$ cat src/xrr_pkg.sv
// Package for the round-robin crossbar router: widths, codes, FIFO entry layout
// and the command/status structs between controller and datapath.
// No dependencies.
`default_nettype none

package xrr_pkg;

  localparam int NUM_PORTS  = 4;
  localparam int PORT_W     = 2;
  localparam int ADDR_W     = 64;
  localparam int TAG_W      = 16;
  localparam int DATA_W     = 64;
  localparam int ROUTED_W   = 32;
  localparam int CFG_IDX_W  = 3;
  localparam int CFG_DATA_W = 6;

  typedef enum logic [1:0] {
    ACT_PUSH = 2'd0,
    ACT_POP  = 2'd1,
    ACT_TICK = 2'd2
  } action_t;

  typedef enum logic [1:0] {
    STS_DONE       = 2'd0,
    STS_PUSH_FULL  = 2'd1,
    STS_POP_EMPTY  = 2'd2
  } status_t;

  typedef enum logic [CFG_IDX_W-1:0] {
    CFG_FORCE_EN  = 3'd0,
    CFG_FORCE_CH  = 3'd1,
    CFG_ILV_EN    = 3'd2,
    CFG_ILV_SHIFT = 3'd3,
    CFG_CH_SHIFT  = 3'd4
  } cfg_reg_t;

  typedef enum logic [2:0] {
    S_IDLE,
    S_PUSH,
    S_POP,
    S_TICK_RD,
    S_TICK_WR,
    S_DONE
  } state_t;

  // one queued transaction
  typedef struct packed {
    logic [ADDR_W-1:0] address;
    logic              wr_flag;
    logic [TAG_W-1:0]  tag;
    logic [DATA_W-1:0] payload;
  } entry_t;

  typedef struct packed {
    logic capture;   // latch the accepted item
    logic push;      // push into the input FIFO of the item's port
    logic pop;       // pop from the channel FIFO of the item's port
    logic tick_rd;   // read the head of the visited input
    logic tick_wr;   // forward that head if its channel has room
    logic step_adv;  // move on to the next input of the tick
    logic load_out;  // load the result register
  } cmd_t;

  typedef struct packed {
    logic in_empty;  // visited input FIFO holds nothing
    logic step_last; // visiting the last input of the tick
    logic out_free;  // result register can take a new result
  } sts_t;

endpackage

`default_nettype wire

$ cat src/xrr_ctrl.sv
// Controller of the crossbar router: sequences push, pop and tick steps.
// Depends on xrr_pkg.
`default_nettype none

module xrr_ctrl import xrr_pkg::*; (
  input  logic       clk,
  input  logic       rst_n,
  input  logic       in_valid,
  input  logic [1:0] in_action,
  output logic       in_ready,
  input  sts_t       sts,
  output cmd_t       cmd
);

  state_t state_r, state_nxt;

  always_ff @(posedge clk) begin
    if (!rst_n) begin
      state_r <= S_IDLE;
    end else begin
      state_r <= state_nxt;
    end
  end

  always_comb begin
    state_nxt = state_r;
    cmd       = '0;
    in_ready  = 1'b0;
    unique case (state_r)
      S_IDLE: begin
        in_ready = 1'b1;
        if (in_valid) begin
          cmd.capture = 1'b1;
          unique case (in_action)
            ACT_PUSH: state_nxt = S_PUSH;
            ACT_POP:  state_nxt = S_POP;
            ACT_TICK: state_nxt = S_TICK_RD;
            default:  state_nxt = S_DONE;
          endcase
        end
      end
      S_PUSH: begin
        cmd.push  = 1'b1;
        state_nxt = S_DONE;
      end
      S_POP: begin
        cmd.pop   = 1'b1;
        state_nxt = S_DONE;
      end
      S_TICK_RD: begin
        if (sts.in_empty) begin
          cmd.step_adv = 1'b1;
          state_nxt    = sts.step_last ? S_DONE : S_TICK_RD;
        end else begin
          cmd.tick_rd = 1'b1;
          state_nxt   = S_TICK_WR;
        end
      end
      S_TICK_WR: begin
        cmd.tick_wr  = 1'b1;
        cmd.step_adv = 1'b1;
        state_nxt    = sts.step_last ? S_DONE : S_TICK_RD;
      end
      S_DONE: begin
        if (sts.out_free) begin
          cmd.load_out = 1'b1;
          state_nxt    = S_IDLE;
        end
      end
      default: state_nxt = S_IDLE;
    endcase
  end

endmodule

`default_nettype wire

$ cat config.mk
export PLATFORM = sky130hd
export DESIGN_NAME = xrr_ctrl
export DESIGN_NICKNAME = d
export VERILOG_FILES = /design/src/xrr_pkg.sv /design/src/xrr_ctrl.sv
export SDC_FILE = /design/constraint.sdc
export NUM_CORES = 1
export LEC_CHECK = 0
export BUFFER_PORTS_ARGS = -buffer_cell sky130_fd_sc_hd__buf_2
export CAP_MARGIN = 20
export CORE_AREA = 4 4 41 43
export CTS_BUF_LIST = sky130_fd_sc_hd__clkbuf_8
export DETAILED_ROUTE_END_ITERATION = 8
export DIE_AREA = 0 0 45 47
export SYNTH_ARGS = -nofsm -noshare
export SYNTH_HDL_FRONTEND = slang
export SYNTH_SLANG_ARGS = --single-unit
$ cat constraint.sdc
create_clock -name clk -period 2.1 [get_ports clk]
set_clock_uncertainty 0.15 [all_clocks]
set_input_delay 0.105 -clock clk [delete_from_list [all_inputs] [get_ports clk]]
set_output_delay 0.105 -clock clk [all_outputs]
set_load 0.02 [all_outputs]
* Yosys cells after proc, flatten, opt, wreduce, memory -nomap -nowiden
Cells that the tools add are included.
** Operators by class
- Add/subtract/negate cells :: 0
- $mul :: 0
- Divide/modulo/power cells :: 0
- Order comparisons :: 0
- Eq/ne operators :: 9
- Shift operators :: 0
- Muxes and demuxes :: 18
- Bitwise operators :: 0
- Reductions and logical operators :: 4
** Operators by type and width (count)
- $pmux 3 s5 :: 1
- $mux 3 :: 4
- $mux 1 :: 11
- $pmux 3 s3 :: 1
- $eq 3x2->1 const B :: 2
- $eq 3x3->1 const B :: 2
- $ne 2x2->1 const B :: 2
- $eq 3x1->1 const B :: 1
- $logic_not 3->1 :: 1
- $eq 2x1->1 const B :: 1
- $eq 2x2->1 const B :: 1
- $logic_not 2->1 :: 1
- $pmux 1 s2 :: 1
- $reduce_and 2->1 :: 1
- $reduce_or 2->1 :: 1
** Storage, ports and cells
- Bits in registers :: 3
- Bits in latches :: 0
- Memory bits (writable) :: 0
- ROM bits :: 0
- Output and inout port bits :: 8
- Memories :: 0

* Longest topological paths before layout
Gate-level depths: netlist (run 1).
- Depth in word-level cells :: 4
- Gate-level depth with buffers :: 5
- Gate-level depth less buffers :: 5

* Worst setup path before layout (run 1)
OpenSTA, ideal clock, no wires.
- Path kind :: reg-to-output
- From :: register state_r[2]
- To :: output port cmd[6] in the netlist's numbering
- Data arrival time :: 1217 ps
- Required time :: 1845 ps
- Path slack :: 628 ps
- Stages on the path, launching flop included :: 5
- Path buffers :: 1
- Cell sequence :: dfxtp_1 -> buf_6 -> or3_1 -> inv_1 -> and2_1
** RTL lines
- start, declared :: line xrr_ctrl.sv:15 : state_t state_r, state_nxt;
- start signal, assigned :: line xrr_ctrl.sv:21 : state_r <= state_nxt;
- end, declared :: line xrr_ctrl.sv:12 : output cmd_t cmd

==> results.py, run 1 <==
metrics = {
    "drt": {
        "wl_met2_um": 327,
        "viasPerCell": 4.88,
        "antenna_left": 0,
        "vias": 351,
        "wl_per_cell_um": 10.9,
        "met1_length_um": 356,
        "first_iter_violations": 1,
        "drtPass1Iterations": 4,
        "routed-wl-met3_um": 82,
        "wirelength_um": 788,
        "drc_errors": 0,
        "routed.top_layer": "met4",
    },
    "sta": {
        "fin_crit_ns": 1.65,
        "tightest_slew_ns": 0.390,
        "fin_hold_ws_ns": 0.121,
        "drv_slew": 0,
        "finalCritPeriodShare": 0.788,
        "timing.fmax_mhz": 605,
        "rsz0062_at_grt": "false",
        "hold_viol": 0,
        "maxSlewHeadroom": 0.740,
        "fin_tns_setup_ns": 0,
        "finalSetupViolCount": 0,
    },
    "synthesis": {
        "synth_edf_count": 0,
        "avgSynthCellArea_um2": 8.04,
        "synthDistinctLibCells": 26,
        "synth.area.top_cells": "dfxtp_1 19%, ha_1 7.8%, nand4bb_1 7.0%",
        "syn-instance-count": 40,
        "synth_top_cell_by_area": "dfxtp_1",
        "ys_ff_latch": 3,
        "synth_top_area_frac": 0.187,
        "seq_area_frac_synth": 0.187,
        "synth_common_cells": "4 x inv_1, 3 x dfxtp_1, 3 x nor2_1",
        "netlist_area_um2": 322,
        "yosysMostFrequentCell": "inv_1",
        "synth_ff_type": "dfxtp_1",
        "async_flop_share": 0,
        "synth_fp_nets": 50,
        "synth_warnings": 0,
    },
    "layout": {
        "synthToLayoutAreaGrowth_pct": 39.7,
        "fin_area_um2": 449,
        "ff_latch_area_um2": 60.1,
        "multiInputGateArea_um2": 225,
        "nNetsFinal": 68,
        "largest_reg_flops": 3,
        "top_regs": "state_r (3)",
        "regMostFlops": "state_r",
        "antenna_cells": 0,
        "fillers": 148,
        "drive_above_1_share": 0.333,
        "final_util": 0.345,
    },
    "setup_path": {
        "crit_fanout": 14,
        "crit_arrival_ns": 1.40,
        "crit_type": "reg2out",
        "start_kind": "flip-flop",
        "rrSetupSlack_ns": 0.69,
        "setup.worst_path.end_class": "primary output",
        "critical_path_required_ns": 1.85,
    },
    "global_route": {
        "grt_max_degree": 15,
        "grt_overflow": 0,
        "grt_pass1_vias": 332,
        "grt_pass1_wl_um": 1280,
        "grt_antenna_before_repair": 0,
        "grt_use_total": 0.0852,
    },
    "place": {
        "placed_area_um2": 394,
        "gp_congestion": 0.671,
        "dp_hpwl_um": 573,
        "portBuffers": 15,
    },
    "pwr": {
        "intPower_uw": 282,
        "p_clk_frac": 0.360,
        "cellPowerDensity_nw_per_um2": 1040,
        "max-vdd-ir-drop_v": 0.000304,
        "p_leak_uw": 0.000234,
        "seqPwrFrac": 0.242,
        "power.switching_uw": 183,
        "p_comb_frac": 0.398,
        "p_sw_frac": 0.393,
    },
    "floorplanning": {
        "initial_core_util": 0.247,
        "die_w_um": 45,
        "core_area_um2": 1300,
        "ios": 16,
        "die_y_um": 47,
        "core.rowCount": 13,
        "die-area_um2": 2120,
    },
    "clock_tree": {
        "cts_buffers": 3,
        "cts_tree": "built",
        "clk_pin_slew_ns": 0.03,
        "cts.repair.resized": 0,
        "cts_sinks": 3,
        "postCtsSetupBuffers": 0,
        "clkLatencyLatePin_ns": 0.22,
        "clock_path_buffers": 2,
        "cts-root-buf": "clkbuf_8",
        "htree_levels": 1,
    },
    "outcome": {
        "status": "finished clean",
    },
    "run": {
        "drv_cap": 0,
    },
    "hold_path": {
        "hold_path_class": "in2reg",
    },
}
==> path summary, 6_finish.rpt <==
check,start,endpoint,cells past startpoint
worst min-delay path,sts[0],state_r[0],3
worst max-delay path,state_r[0],cmd[6],4
worst min register to register,state_r[0],state_r[2],2
worst max register to register,state_r[0],state_r[1],3
==> layout by cell type (no fill, tap or decap) <==
cell type / instances
buf_2: 15
inv_1: 5
nor2_1: 3
clkbuf_8: 3
dfxtp_1: 3
nor3b_1: 2
nor2b_1: 2
nand2_1: 2
nand4bb_1: 2
o211ai_1: 2
ha_1: 2
nand2b_1: 1
or3_1: 1
and3b_1: 1
a21o_1: 1
and2_1: 1
mux2i_1: 1
a32oi_1: 1
nor4_1: 1
o21ai_1: 1
nor4b_2: 1
a31oi_1: 1
a211oi_1: 1
o211a_1: 1
nand3b_1: 1
a21oi_1: 1
dlygate4sd3_1: 1
==> metrics by stage <==
step / setup slack (ns) / std cells / power (uW)
after CTS: 0.424 / 72 / 473
after detailed placement: 0.658 / 67 / 299
after global routing: 0.347 / 72 / 498
final: 0.446 / 72 / 466
after global placement: 0.690 / 67 / 296
after floorplan: 0.628 / 40 / 256
==> power by group through the flow <==
stage | combinational, uW | clock [uW] | sequential (uW)
global placement | 186 | 0 | 110
global route | 205 | 173 | 120
CTS | 188 | 172 | 113
finish | 185 | 168 | 113
floorplan | 175 | 0 | 80.8
detailed placement | 186 | 0 | 113
==> worst max-delay path, stage by stage, from the launching register on <==
cell     delay [ns]
dfxtp_1        0.41
or3_1          0.43
inv_1          0.07
and2_1         0.11
buf_2          0.15
==> cell families after synthesis <==
group | share of synthesized area
DFF | 0.187
AOI/OAI and AO/OA | 0.202
and+or+nand+nor | 0.389
muxes | 0.0311
buffers and inverters | 0.113
adders and majority gates | 0.0778
==> layout make-up <==
cell class	count	share of cell area
clock buffers	3	0.0919
clock inverters	1	0.00836
inverters	4	0.0334
multi-input cells	30	0.501
flip-flops and latches	3	0.134
well taps	15	0.0418
repair buffers	16	0.189
==> metal layers <==
metal	up-vias	GRT usage
met5	-	0
met4	0	0.0877
met3	2	0
met2	17	0.147
met1	154	0.0930
li1	178	-
==> what timing repair did <==
item	in CTS	in global routing
setup endpoints to repair	0	0
endpoints found under the hold margin	1	0
hold buffers	1	0
Power figures use the tool's default switching activity.
==> run 2: changes to the inputs <==
==> constraint.sdc (replaced) <==
create_clock -name clk -period 1.5 [get_ports clk]
set_clock_uncertainty 0.15 [all_clocks]
set_input_delay 0.075 -clock clk [delete_from_list [all_inputs] [get_ports clk]]
set_output_delay 0.075 -clock clk [all_outputs]
set_load 0.02 [all_outputs]
==> run 2 against run 1 <==
  * Sequential power rose by 25%
  * Final area rose by 11%
  * Setup slack got worse by 0.42 ns
  * Global-route usage rose by 1.5 points
  * Sequential share of layout area fell by 0.087 points
  * Utilization rose by 3.8 points
  * Die area did not move
==> results.py, run 2 (synthesis results as in run 1) <==
metrics = {
    "floorplanning": {
        "core.rowCount": 13,
        "die_y_um": 47,
        "die_w_um": 45,
        "initial_core_util": 0.247,
        "die-area_um2": 2120,
        "core_area_um2": 1300,
        "ios": 16,
    },
    "clock_tree": {
        "clock_path_buffers": 2,
        "htree_levels": 1,
        "clk_pin_slew_ns": 0.03,
        "clkLatencyLatePin_ns": 0.22,
        "cts_buffers": 3,
        "cts_tree": "built",
        "cts_sinks": 3,
        "cts-root-buf": "clkbuf_8",
    },
    "layout": {
        "nNetsFinal": 72,
        "top_regs": "state_r (3)",
        "regMostFlops": "state_r",
        "drive_above_1_share": 0.475,
        "antenna_cells": 0,
        "largest_reg_flops": 3,
        "fin_area_um2": 499,
        "mostFrequentLayoutCell": "buf_2",
        "final_cell_mix": "14 x buf_2, 4 x inv_1, 4 x buf_4",
        "synthToLayoutAreaGrowth_pct": 55.3,
    },
    "global_route": {
        "grt_max_degree": 14,
        "grt_overflow": 0,
        "grt_pass1_wl_um": 1420,
        "grt_use_total": 0.100,
        "grt_antenna_before_repair": 0,
        "grt_pass1_vias": 337,
    },
    "run": {
        "drv_cap": 0,
    },
    "sta": {
        "fin_crit_ns": 1.47,
        "finalCritPeriodShare": 0.979,
        "setup_slack_ns": 0.0310,
        "maxSlewHeadroom": 0.783,
        "tightest_slew_ns": 0.322,
        "timing.fmax_mhz": 681,
        "fin_tns_setup_ns": 0,
        "hold_viol": 0,
        "finalSetupViolCount": 0,
        "drv_slew": 0,
    },
    "drt": {
        "vias": 369,
        "drc_errors": 0,
        "wl_per_cell_um": 12.0,
        "viasPerCell": 4.86,
        "drtPass1Iterations": 4,
        "wirelength_um": 910,
        "antenna_left": 0,
        "first_iter_violations": 7,
    },
    "setup_path": {
        "crit_arrival_ns": 1.24,
        "crit_type": "reg2out",
        "crit_fanout": 7,
        "critical_path_required_ns": 1.27,
        "worstPathCellList": "or3_4, inv_2, and2_4, buf_6",
        "setup.worst_path.end_class": "primary output",
        "slowest_delay_ns": 0.37,
        "start_kind": "flip-flop",
        "slowest_stage": "or3_4",
    },
    "pwr": {
        "max-vdd-ir-drop_v": 0.000397,
        "cellPowerDensity_nw_per_um2": 1470,
        "p_leak_uw": 0.000258,
        "p_total_uw": 734,
    },
    "place": {
        "gp_congestion": 0.740,
        "dp_hpwl_um": 638,
        "dp_slack_ns": 0.156,
        "portBuffers": 15,
        "placed_area_um2": 409,
    },
    "hold_path": {
        "hold_path_class": "in2reg",
    },
    "outcome": {
        "status": "finished clean",
    },
}
-- run 2: changes by cell type in the layout (fill, tap and decap cells not counted), sizes merged --
cell	change
buf	+4
-- run 2: metrics by stage --
step,utilization,hold WS (ns),cells
detailed placement,0.314,0.175,69
finish,0.384,0.0793,76
floorplan,-,0.0584,40
CTS,0.361,0.0821,74
global placement,0.314,0.173,69
global route,0.384,0.125,76
-- run 2: final cells by class --
class	count	area (um2)
clock inverter	1	3.75
clock buffer	3	41.3
multi-input combinational	30	233
inverter	4	15.0
tap	15	18.8
timing repair buffer	20	121
fill	146	802
sequential	3	66.3
-- run 2: routing by layer --
| layer | global-route usage | routed length [um] | vias up |
|---|---|---|---|
| met3 | 0.0345 | 109 | 4 |
| met5 | 0 | 0 | - |
| met2 | 0.144 | 389 | 23 |
| met1 | 0.111 | 370 | 157 |
| met4 | 0.105 | 41 | 0 |
| li1 | - | - | 185 |
-- run 2: path summary, 6_finish.rpt --
check             start         end  cells after the start  slack [ns]
max reg2reg  state_r[2]  state_r[0]                      3        0.19
min              sts[0]  state_r[0]                      3        0.08
min reg2reg  state_r[2]  state_r[1]                      2        0.51
max          state_r[2]      cmd[6]                      4        0.03
-- run 2: repair_timing --
action,in CTS,in global routing
hold buffers,1,0
endpoints found under the hold margin,2,0
setup endpoints to repair,3,2
buffers inserted,0,2
gates resized for setup,3,6
-- run 2: critical path: cells and delay by family (launching register included) --
family                 cells  cell delay [ns]
buffers and inverters      2             0.16
AND/OR/NAND/NOR            2             0.50
flip-flops                 1             0.35
-- run 2: where the power goes --
part	total, uW	internal [uW]	switching [uW]	leakage, uW
Combinational	359	177	182	0.000205
Clock	234	175	59.0	0.0000269
Sequential	141	106	35.0	0.0000261
==> run 3: changes to the inputs <==
==> constraint.sdc (replaced) <==
create_clock -name clk -period 1.7 [get_ports clk]
set_clock_uncertainty 0.15 [all_clocks]
set_input_delay 0.085 -clock clk [delete_from_list [all_inputs] [get_ports clk]]
set_output_delay 0.085 -clock clk [all_outputs]
set_load 0.02 [all_outputs]
==> run 3 against run 2 <==
  * Hold slack improved by 0.028 ns
  * Critical path type unchanged
  * Register-to-register slack improved by 0.12 ns
  * Flip-flop and latch count did not move
  * Routed wire length fell by 15%
  * Non-clock buffer count fell by 3
  * First-iteration DRC count fell by 86%
  * Count of clock-buffer cells in the layout did not move
==> results.py, run 3 (synthesis results as in run 1) <==
metrics = {
    "sta": {
        "finalCritPeriodShare": 0.943,
        "drv_slew": 0,
        "tightest_slew_ns": 0.376,
        "finalSetupViolCount": 0,
        "maxSlewHeadroom": 0.749,
        "hold_viol": 0,
        "fin_crit_ns": 1.60,
        "timing.fmax_mhz": 624,
        "rsz0062_at_grt": "false",
        "fin_tns_setup_ns": 0,
    },
    "pwr": {
        "p_comb_frac": 0.428,
        "max-vdd-ir-drop_v": 0.000277,
        "p_total_uw": 584,
        "p_clk_frac": 0.349,
        "seqPwrFrac": 0.223,
        "power.switching_uw": 228,
        "intPower_uw": 356,
        "p_sw_frac": 0.391,
        "p_leak_uw": 0.000239,
        "cellPowerDensity_nw_per_um2": 1280,
    },
    "setup_path": {
        "crit_fanout": 12,
        "start_kind": "flip-flop",
        "critical_path_required_ns": 1.46,
        "crit_arrival_ns": 1.37,
        "setup.worst_path.end_class": "primary output",
        "critPathTopFamily": "simple AND/OR/NAND/NOR gates",
        "slowest_delay_ns": 0.41,
        "worstPathCellList": "or3_1, inv_1, and2_1, buf_2",
        "critPathBufInv": 2,
        "crit_type": "reg2out",
        "slowest_stage": "dfxtp_1",
    },
    "drt": {
        "drtPass1Iterations": 2,
        "wl_per_cell_um": 10.6,
        "wirelength_um": 775,
        "first_iter_violations": 1,
        "viasPerCell": 4.63,
        "antenna_left": 0,
        "vias": 338,
        "drc_errors": 0,
    },
    "clock_tree": {
        "cts_buffers": 3,
        "cts_sinks": 3,
        "clk_pin_slew_ns": 0.03,
        "cts_tree": "built",
        "cts-root-buf": "clkbuf_8",
        "clock_path_buffers": 2,
        "postCtsSetupBuffers": 0,
        "clkLatencyLatePin_ns": 0.22,
        "htree_levels": 1,
    },
    "floorplanning": {
        "core.rowCount": 13,
        "die_w_um": 45,
        "ios": 16,
        "core_area_um2": 1300,
        "initial_core_util": 0.247,
        "die_y_um": 47,
        "die-area_um2": 2120,
    },
    "layout": {
        "mostFrequentLayoutCell": "buf_2",
        "final_cell_mix": "15 x buf_2, 5 x inv_1, 3 x nor2_1, 3 x clkbuf_8, 3 x dfxtp_1",
        "drive_above_1_share": 0.345,
        "regMostFlops": "state_r",
        "largest_reg_flops": 3,
        "antenna_cells": 0,
        "synthToLayoutAreaGrowth_pct": 42.0,
        "top_regs": "state_r (3)",
        "nNetsFinal": 69,
    },
    "global_route": {
        "grt_max_degree": 14,
        "grt_overflow": 0,
        "grt_pass1_wl_um": 1330,
        "grt_antenna_before_repair": 0,
        "grt_pass1_vias": 310,
        "grt_use_total": 0.0883,
    },
    "hold_path": {
        "hold_path_class": "in2reg",
    },
    "outcome": {
        "status": "finished clean",
    },
    "place": {
        "gp_congestion": 0.725,
        "dp_hpwl_um": 623,
        "portBuffers": 15,
    },
    "run": {
        "drv_cap": 0,
    },
}
## run 3: final timing paths
kind         depth (start not counted)        from  slack (ns)          to
max                                  4  state_r[2]         0.1      cmd[6]
min                                  3      sts[0]        0.11  state_r[0]
max reg2reg                          3  state_r[2]        0.31  state_r[0]
min reg2reg                          3  state_r[0]        0.60  state_r[0]
## run 3: metal layers
layer / global-route usage / wire length, um / share of wire
met5: 0 / 0 / 0
met2: 0.130 / 292 / 0.38
met4: 0.0526 / 19 / 0.025
met3: 0.0268 / 83 / 0.11
met1: 0.113 / 380 / 0.49
## run 3: area by class of cell
| class | instances | area, um2 |
|---|---|---|
| timing repair buffer | 17 | 92.6 |
| multi-input combinational | 30 | 225 |
| fill | 154 | 845 |
| clock buffer | 3 | 41.3 |
| tap | 15 | 18.8 |
| sequential | 3 | 60.1 |
| clock inverter | 1 | 3.75 |
| inverter | 4 | 15.0 |
## run 3: worst reg2reg max path, delay by kind of cell, from the launching register on
family           cells  cell delay (ns)
flip-flops           1             0.41
AO/OA/AOI/OAI        2             0.30
AND/OR/NAND/NOR      1             0.41
## run 3: timing repair
action                    CTS  global route
gates resized for setup     0             0
hold buffers                1             0
hold endpoints to repair    1             0
## run 3: per-stage QoR
stage | cells | instance area [um2] | worst slack, ns | utilization | hold WS (ns)
4_1_cts | 73 | 457 | 0.0903 | 0.351 | 0.0959
6_report | 73 | 457 | 0.0971 | 0.351 | 0.107
5_1_grt | 73 | 457 | 0.00584 | 0.351 | 0.128
2_1_floorplan | 40 | 322 | 0.248 | - | 0.0684
3_3_place_gp | 68 | 402 | 0.315 | 0.309 | 0.182
3_5_place_dp | 68 | 402 | 0.328 | 0.309 | 0.186
## run 3: power groups by stage
stage	logic (uW)	clock network, uW	registers [uW]
2_1_floorplan	216	0	99.9
3_3_place_gp	248	0	131
3_5_place_dp	250	0	130
4_1_cts	254	209	129
5_1_grt	277	220	136
6_report	250	204	130
